==> src/tcpts_pkg.sv <==
// Shared constants for the TCP timestamp option finder.
`timescale 1ns / 1ps
package tcpts_pkg;

  // Parse phase codes
  localparam logic [2:0] PH_FIXED = 3'd0;
  localparam logic [2:0] PH_KIND  = 3'd1;
  localparam logic [2:0] PH_LEN   = 3'd2;
  localparam logic [2:0] PH_SKIP  = 3'd3;
  localparam logic [2:0] PH_TS    = 3'd4;
  localparam logic [2:0] PH_DONE  = 3'd5;

  // Header geometry
  localparam logic [5:0] MIN_HDR     = 6'd20;
  localparam logic [5:0] POS_MAX     = 6'd63;
  localparam logic [5:0] OFFSET_POS  = 6'd12;
  localparam logic [5:0] TRUNC_MIN   = 6'd13;

  // Option codes
  localparam logic [7:0] OPT_EOL     = 8'd0;
  localparam logic [7:0] OPT_NOP     = 8'd1;
  localparam logic [7:0] OPT_TS      = 8'd8;
  localparam logic [7:0] TS_LEN      = 8'd10;
  localparam logic [7:0] TS_BODY     = 8'd8;
  localparam logic [7:0] TS_HALF     = 8'd4;
  localparam logic [7:0] OPT_MIN_LEN = 8'd2;

endpackage

==> src/tcp_timestamp_option_finder.sv <==
// Byte-serial TCP option walker that extracts the timestamp option.
// The result is registered when the last byte of a segment is transferred and appears in the cycle after.
// Throughput: one byte per cycle while the input is not stalled; the option walk is a single state update per byte.
// Input stalls only when a last byte arrives while the previous result is still held.
// Reset (rst, synchronous): parser returns to the fixed header phase, no result pending.
// The parser also returns to its reset state after every segment's last byte.
`timescale 1ns / 1ps
module tcp_timestamp_option_finder
  import tcpts_pkg::*;
(
  input  logic        clk,
  input  logic        rst,
  input  logic        in_valid,
  output logic        in_stall,
  input  logic [7:0]  data_byte,
  input  logic        last_byte,
  output logic        out_valid,
  input  logic        out_stall,
  output logic        found,
  output logic [31:0] ts_value,
  output logic [31:0] ts_echo,
  output logic        short_packet,
  output logic        truncated
);

  // Parser state
  logic [5:0]  byte_position;
  logic [5:0]  header_end;
  logic [2:0]  parse_phase;
  logic [7:0]  option_kind;
  logic [7:0]  skip_remaining;
  logic [31:0] value_shift;
  logic [31:0] echo_shift;
  logic        found_flag;

  logic [5:0]  header_end_next;
  logic [2:0]  parse_phase_next;
  logic [7:0]  option_kind_next;
  logic [7:0]  skip_remaining_next;
  logic [31:0] value_shift_next;
  logic [31:0] echo_shift_next;
  logic        found_flag_next;
  logic [5:0]  length;
  logic [7:0]  skip_dec;
  logic        in_xfer;

  // Hold a last byte only while the prior result still waits
  assign in_stall = out_valid && out_stall && last_byte;
  assign in_xfer  = in_valid && !in_stall;

  assign length   = (byte_position < POS_MAX) ? byte_position + 6'd1 : POS_MAX;
  assign skip_dec = (skip_remaining != 8'd0) ? skip_remaining - 8'd1 : skip_remaining;

  // Advance the option walk by one byte
  always_comb begin
    header_end_next     = header_end;
    parse_phase_next    = parse_phase;
    option_kind_next    = option_kind;
    skip_remaining_next = skip_remaining;
    value_shift_next    = value_shift;
    echo_shift_next     = echo_shift;
    found_flag_next     = found_flag;

    if (byte_position == OFFSET_POS) begin
      header_end_next = {data_byte[7:4], 2'b00};
    end

    case (parse_phase)
      PH_FIXED: begin
        if (byte_position == MIN_HDR - 6'd1) begin
          parse_phase_next = PH_KIND;
        end
      end
      PH_KIND: begin
        if (byte_position >= header_end_next || data_byte == OPT_EOL) begin
          parse_phase_next = PH_DONE;
        end else if (data_byte != OPT_NOP) begin
          option_kind_next = data_byte;
          parse_phase_next = PH_LEN;
        end
      end
      PH_LEN: begin
        if (byte_position >= header_end_next) begin
          parse_phase_next = PH_DONE;
        end else if (option_kind == OPT_TS && data_byte == TS_LEN &&
                     ({1'b0, byte_position} + 7'd8) < {1'b0, header_end_next}) begin
          skip_remaining_next = TS_BODY;
          value_shift_next    = '0;
          echo_shift_next     = '0;
          parse_phase_next    = PH_TS;
        end else if (data_byte >= OPT_MIN_LEN) begin
          skip_remaining_next = data_byte - OPT_MIN_LEN;
          parse_phase_next    = (data_byte == OPT_MIN_LEN) ? PH_KIND : PH_SKIP;
        end else begin
          parse_phase_next = PH_DONE;
        end
      end
      PH_SKIP: begin
        skip_remaining_next = skip_dec;
        if (skip_dec == 8'd0) begin
          parse_phase_next = PH_KIND;
        end
      end
      PH_TS: begin
        if (skip_remaining > TS_HALF) begin
          value_shift_next = {value_shift[23:0], data_byte};
        end else begin
          echo_shift_next = {echo_shift[23:0], data_byte};
        end
        skip_remaining_next = skip_dec;
        if (skip_dec == 8'd0) begin
          found_flag_next  = 1'b1;
          parse_phase_next = PH_DONE;
        end
      end
      default: begin
      end
    endcase
  end

  // Update parser state; clear it after each segment
  always_ff @(posedge clk) begin
    if (rst || (in_xfer && last_byte)) begin
      byte_position  <= '0;
      header_end     <= '0;
      parse_phase    <= PH_FIXED;
      option_kind    <= '0;
      skip_remaining <= '0;
      value_shift    <= '0;
      echo_shift     <= '0;
      found_flag     <= 1'b0;
    end else if (in_xfer) begin
      byte_position  <= length;
      header_end     <= header_end_next;
      parse_phase    <= parse_phase_next;
      option_kind    <= option_kind_next;
      skip_remaining <= skip_remaining_next;
      value_shift    <= value_shift_next;
      echo_shift     <= echo_shift_next;
      found_flag     <= found_flag_next;
    end
  end

  // Result register
  always_ff @(posedge clk) begin
    if (rst) begin
      out_valid <= 1'b0;
    end else if (in_xfer && last_byte) begin
      out_valid <= 1'b1;
    end else if (!out_stall) begin
      out_valid <= 1'b0;
    end
  end

  always_ff @(posedge clk) begin
    if (in_xfer && last_byte) begin
      found        <= found_flag_next;
      ts_value     <= found_flag_next ? value_shift_next : '0;
      ts_echo      <= found_flag_next ? echo_shift_next : '0;
      short_packet <= (length < MIN_HDR);
      truncated    <= (length < TRUNC_MIN) || (length < header_end_next);
    end
  end

endmodule

==> config.mk <==
export PLATFORM = sky130hd
export DESIGN_NAME = tcp_timestamp_option_finder
export DESIGN_NICKNAME = d
export VERILOG_FILES = /design/src/tcpts_pkg.sv /design/src/tcp_timestamp_option_finder.sv
export SDC_FILE = /design/constraint.sdc
export NUM_CORES = 1
export LEC_CHECK = 0
export BUFFER_PORTS_ARGS = -buffer_cell sky130_fd_sc_hd__buf_2
export CAP_MARGIN = 10
export CORE_ASPECT_RATIO = 1.4
export CORE_UTILIZATION = 50
export DETAILED_ROUTE_END_ITERATION = 7
export PLACE_DENSITY = 0.68
export SLEW_MARGIN = 20
export SYNTH_ARGS = -nofsm -noshare
export SYNTH_HDL_FRONTEND = slang
export SYNTH_SLANG_ARGS = --single-unit
==> constraint.sdc <==
create_clock -name clk -period 4.2 [get_ports clk]
set_input_delay 0.84 -clock clk [delete_from_list [all_inputs] [get_ports clk]]
set_output_delay 0.84 -clock clk [all_outputs]
set_load 0.02 [all_outputs]
Word level (Yosys, flattened, before mapping)
Cells that the tools add are included.
Widths: inputs -> output; s select.
{"block": "word_totals", "register_bits": 164, "input_bits": 13, "output_inout_bits": 69, "word_cells": 93}
{"block": "classes", "n_addsub": 4, "n_lt_le_gt_ge": 8, "eq_ne": 17, "mux": 29, "bitwise_logic": 1, "reduce_logical": 20}
{"op": "$mux 32", "n": 6}
{"op": "$pmux 32 s2", "n": 2}
{"op": "$mux 8", "n": 4}
{"op": "$mux 3", "n": 8}
{"op": "$eq 8x4->1 const B", "n": 2}
{"op": "$logic_not 8->1", "n": 2}
{"op": "$pmux 8 s2", "n": 1}
{"op": "$pmux 3 s5", "n": 1}
{"op": "$mux 6", "n": 2}
{"op": "$eq 8x2->1 const B", "n": 1}
{"op": "$ge 8x2->1 const B", "n": 1}
{"op": "$gt 8x3->1 const B", "n": 1}
{"op": "$ne 2x2->1 const B", "n": 4}
{"op": "$ne 8x1->1 const B", "n": 1}
{"op": "$reduce_and 4->1", "n": 2}
{"op": "$reduce_bool 8->1", "n": 1}
{"op": "$sub 8x1->8 const B", "n": 1}
{"op": "$sub 8x2->8 const B", "n": 1}
{"op": "$add 6x4->7 const B", "n": 1}
{"op": "$lt 7x6->1", "n": 1}
{"op": "$add 6x1->6 const B", "n": 1}
{"op": "$eq 3x2->1 const B", "n": 2}
{"op": "$eq 6x4->1 const B", "n": 1}
{"op": "$eq 6x5->1 const B", "n": 1}
{"op": "other kinds (20)", "n": 31}

Logic depth before layout (Yosys ltp)
{"block": "logic_depth", "depth_word": 7, "ltp_mapped": 15, "depth_no_buf": 13}

Least setup slack after synthesis
No wires, ideal clock.
{"block": "synth_path", "path_kind": "input -> register", "from": "input port out_stall", "to": "register echo_shift[24]", "setup_ns": 0.117, "arrival_time_ns": 3.656, "required_time_ns": 4.083, "slack_ns": 0.427, "path_stages": 7, "n_path_buf": 2, "path_cell_list": "nand3_1 and3_1 or2_2 clkbuf_1 o22ai_1 buf_2 a22o_1"}
{"block": "synth_between", "elab_chain_cells": 6}
{"element": "from (decl)", "line": "tcp_timestamp_option_finder.sv:18", "source": "input logic out_stall,"}
{"element": "$logic_and 1x1->1 * (2 in series)", "line": "tcp_timestamp_option_finder.sv:48", "source": "assign in_stall = out_valid && out_stall && last_byte;"}
{"element": "$logic_not 1->1 *", "line": "tcp_timestamp_option_finder.sv:49", "source": "assign in_xfer = in_valid && !in_stall;"}
{"element": "$logic_and 1x1->1 *", "line": "tcp_timestamp_option_finder.sv:49"}
{"element": "$logic_and 1x1->1", "line": "tcp_timestamp_option_finder.sv:123", "source": "if (rst || (in_xfer && last_byte)) begin"}
{"element": "$logic_or 1x1->1", "line": "tcp_timestamp_option_finder.sv:123"}
{"element": "to (signal assigned)", "line": "tcp_timestamp_option_finder.sv:139", "source": "echo_shift <= echo_shift_next;"}
{"element": "to (decl)", "line": "tcp_timestamp_option_finder.sv:33", "source": "logic [31:0] echo_shift;"}
Mark *: on every way between the ends. The rest lies on a longest branch, timed or not.
A chain may end at the register's enable or synchronous reset.

Worst setup path after layout
{"block": "layout_path", "from": "register byte_position[0]", "to": "register ts_value[20], data pin"}
{"block": "layout_between", "elab_chain_cells": 7, "elab_cells_between_ends": 9, "classes_between": "add/sub: 1; order compare: 2; eq/ne: 1; mux: 4; reduce/logical: 1"}
{"element": "from (decl)", "line": "tcp_timestamp_option_finder.sv:27", "source": "logic [5:0] byte_position;"}
{"element": "from (signal assigned)", "line": "tcp_timestamp_option_finder.sv:133", "source": "byte_position <= length;"}
{"element": "branches (longest 5 deep; another with $add 6x4->7)"}
{"element": "$mux 32 *", "line": "tcp_timestamp_option_finder.sv:83", "source": "if (byte_position >= header_end_next) begin"}
{"element": "$pmux 32 s2 *", "line": "tcp_timestamp_option_finder.sv:68", "source": "case (parse_phase)"}
{"element": "to (signal assigned)", "line": "tcp_timestamp_option_finder.sv:158", "source": "ts_value <= found_flag_next ? value_shift_next : '0;"}
{"element": "to (decl)", "line": "tcp_timestamp_option_finder.sv:20", "source": "output logic [31:0] ts_value,"}
Every way passes the cells marked *.

==> impl_metrics.csv <==
group,metric,value,unit
status,status,"completed",
cells_and_area,num_antenna_cells,0,
pwr,p_seq_share,49.8,%
grt,grt_pass1_wl,28370,um
setup_path,startpoint,"byte_position[0]$_SDFFE_PP0P_",
grt,grt_max_degree,62,
clock_tree,cts_resized,0,
synthesis,synth_ff_type,"dfxtp_1",
placement,dpl.hpwl,11690,um
sta,max_freq,0.2504,GHz
grt,antenna_found_initial,0,
clock_tree,cts_tree,"yes",
clock_tree,root_buffer,"clkbuf_16",
setup_path,critPathCaptureType,"register",
pwr,p_int,0.002527,W
sta,finalSetupTns,0,ns
grt,grt_pass1_vias,5582,
setup_path,critPathMaxFanout,32,
route,ant_nets,0,
pwr,leakage,3.251,nW
cells_and_area,areaGrowthSynthToFinish,14.78,%
synthesis,seq_area_frac_synth,52.18,%
sta,fin_crit,3.994,ns
clock_tree,cts.path.max_buffers,2,
synthesis,synth_seq_cells,164,
die,rows,52,
synthesis,avgSynthCellArea,9.777,um^2
route,drc,0,
synthesis,synth_area,0.007577,mm^2
synthesis,netlist_instances,775,
die,die_w,106.0,um
sta,fin_skew,0.01195,ns
sta,finalCritPeriodShare,95.10,%
setup_path,critPathLaunchType,"register",
synthesis,synth_cell_types,68,
pwr,powerDensity,389.2,mW/mm^2
pwr,ir_worst_vdd,0.2835,mV
setup_path,reg2regPathDepth,13,
sta,worstMarginPinSlew,0.8506,ns
sta,max_slew_margin,43.29,%
setup_path,cp.required,4.36,ns
route,viasPerCell,5.950,
sta,hold_viol,0,
cells_and_area,multi_input_area,0.003309,mm^2
setup_path,r2r_slack,0.21,ns
run,cap_violations,0,
synthesis,yosys_warnings,0,
cells_and_area,final_cell_mix,"nand2_1 (121), dfxtp_1 (97), buf_2 (81)",
setup_path,cp.arrival,4.16,ns
route,drt-total-wl,17660,um
die,num_io_pins,82,
synthesis,yosys-top-cells-area,"edfxtp_1 (27%), dfxtp_1 (26%), a22o_1 (7.4%)",
sta,rsz0062_at_grt,"no",
synthesis,async_flop_share,0,%
grt,grt_overflow,0,
cells_and_area,drive_above_1_share,18.09,%
synthesis,synth_top_area_cell,"edfxtp_1",
die,fp.coreArea,0.01464,mm^2
clock_tree,cts_buffers,17,
route,wl_per_cell,17.06,um
pwr,switching_share,25.35,%
route,dr.pass1.iters,6,
clock_tree,cts_setup_buffers,0,
setup_path,crit_type,"reg -> reg",
cells_and_area,seq_area,0.003954,mm^2
setup_path,r2r_end,"ts_value[20]$_SDFFCE_PN0P_",
worst_hold_path,hold_class,"reg -> reg",
setup_path,reg2reg_from,"byte_position[0]$_SDFFE_PP0P_",
clock_tree,path_clk_slew,0.07,ns
clock_tree,holdBufCountCts,0,
cells_and_area,fillerInstances,1266,
pwr,p_sw,0.0008583,W
placement,io_buffers,81,
clock_tree,h-tree-depth,4,
cells_and_area,mostFrequentLayoutCell,"nand2_1",
synthesis,syn_nets,803,
clock_tree,clkLatencyLatePin,0.42,ns
grt,track_usage,22.77,%
route,drtIter0Drc,368,
synthesis,synth_top_area_share,26.55,%
cells_and_area,nets,861,
synthesis,synth-edff-count,67,
placement,placedCellCount,1003,
die,die_h,147.7,um
sta,setup_viol,0,
setup_path,endpoint,"ts_value[20]$_SDFFCE_PN0P_",
route,vias,6158,
die,initial_core_util,51.76,%
cells_and_area,fin_cells,1035,
pwr,p_comb_share,5.6,%
pwr,clockPowerShare,44.6,%
placement,gp_congestion,0.9223,
sta,slew_violations,0,
clock_tree,clock-sinks,164,
die,dieArea,0.01566,mm^2
-- critical path: stages (launching register included) --
cell	delay [ns]
dfxtp_1	0.37
inv_1	0.11
ha_1	0.17
nand4bb_1	0.18
nor2_1	0.32
mux2i_1	0.40
ha_1	0.33
a21o_1	0.19
a31o_2	0.25
o41ai_2	0.32
o31ai_1	0.25
o31ai_4	0.40
nor2_8	0.16
a22o_1	0.27
-- logic make-up (layout without fill, tap and decap cells) --
group | Yosys count | in the layout | synth area share [%]
buffers and inverters | 77 | 148 | 4.475
DFF | 164 | 164 | 52.18
adders and majority gates | 15 | 15 | 2.477
muxes | 17 | 17 | 2.262
AOI/OAI and AO/OA | 247 | 247 | 22.11
and+or+nand+nor | 246 | 246 | 15.46
xor gates and xnor gates | 9 | 9 | 1.040
-- per-layer routing --
layer  wire length, um  vias to the layer above  track usage [%]
met5                 0                        -                0
met4               382                        0            8.750
met3               859                       38            4.277
met2              8756                      194            37.35
met1              7662                     2942            29.80
li1                  -                     2984                -
-- registers in the layout (all words and copies together) (netlist names) --
name and count:
found_flag 1, header_end 6, truncated 1, echo_shift 32, option_kind 8, ts_value 32
byte_position 6, parse_phase 3, out_valid 1, value_shift 32, short_packet 1, ts_echo 32
skip_remaining 8, found 1
-- cell usage after synthesis, types with 4 or more instances --
cell,number
mux2i_1,16
nor2_1,37
edfxtp_1,67
nor4_1,8
and3_1,7
nand3_1,16
a21o_1,4
dfxtp_1,97
a21oi_1,78
a22oi_1,4
nand4_1,6
a22o_1,64
ha_1,15
xor2_1,6
o21ai_0,46
nand2b_1,7
and2_1,6
buf_2,16
nor3_1,11
or4_1,4
nand2_1,121
a211oi_1,8
buf_6,4
o22ai_1,4
clkbuf_1,39
inv_1,17
-- stage by stage --
stage	utilization [%]	hold WS, ns	cell area [um^2]	setup slack, ns	total power [W]
after detailed placement	55.33	0.4573	8100	0.1955	0.001910
final	59.41	0.4738	8697	0.2059	0.003385
after global placement	55.28	0.4569	8093	0.2844	0.001904
after global routing	59.41	0.4933	8697	0.04315	0.003503
after CTS	59.38	0.4771	8693	0.1832	0.003402
after floorplan	-	0.4421	7577	0.4270	0.001847
-- how the worst min path moves through the flow --
stage                            startpoint                      endpoint  slack, ns  depth (start not counted)
2_1_floorplan   echo_shift[24]$_SDFFE_PP0P_   echo_shift[24]$_SDFFE_PP0P_       0.44                          1
3_3_place_gp    echo_shift[24]$_SDFFE_PP0P_   echo_shift[24]$_SDFFE_PP0P_       0.46                          1
3_5_place_dp    echo_shift[25]$_SDFFE_PP0P_   echo_shift[25]$_SDFFE_PP0P_       0.46                          1
4_1_cts        value_shift[25]$_SDFFE_PP0P_  value_shift[25]$_SDFFE_PP0P_       0.48                          2
5_1_grt        value_shift[25]$_SDFFE_PP0P_  value_shift[25]$_SDFFE_PP0P_       0.49                          2
6_report       value_shift[25]$_SDFFE_PP0P_  value_shift[25]$_SDFFE_PP0P_       0.47                          2
-- cell type report --
type	count	share of cell area, %
inverters	18	0.7769
well taps	189	2.719
repair buffers	98	6.172
flip-flops and latches	164	45.46
clock inverters	15	1.928
clock buffers	17	4.891
multi-input cells	534	38.05
-- power by group through the flow --
stage | Sequential, W | Combinational, W | Clock, W
2_1_floorplan | 0.00175 | 0.0000961 | 0
3_3_place_gp | 0.00172 | 0.000183 | 0
3_5_place_dp | 0.00172 | 0.000189 | 0
4_1_cts | 0.00169 | 0.000189 | 0.00153
5_1_grt | 0.00169 | 0.000205 | 0.00161
6_report | 0.00169 | 0.000190 | 0.00151
(Power assumes the default switching activity.)
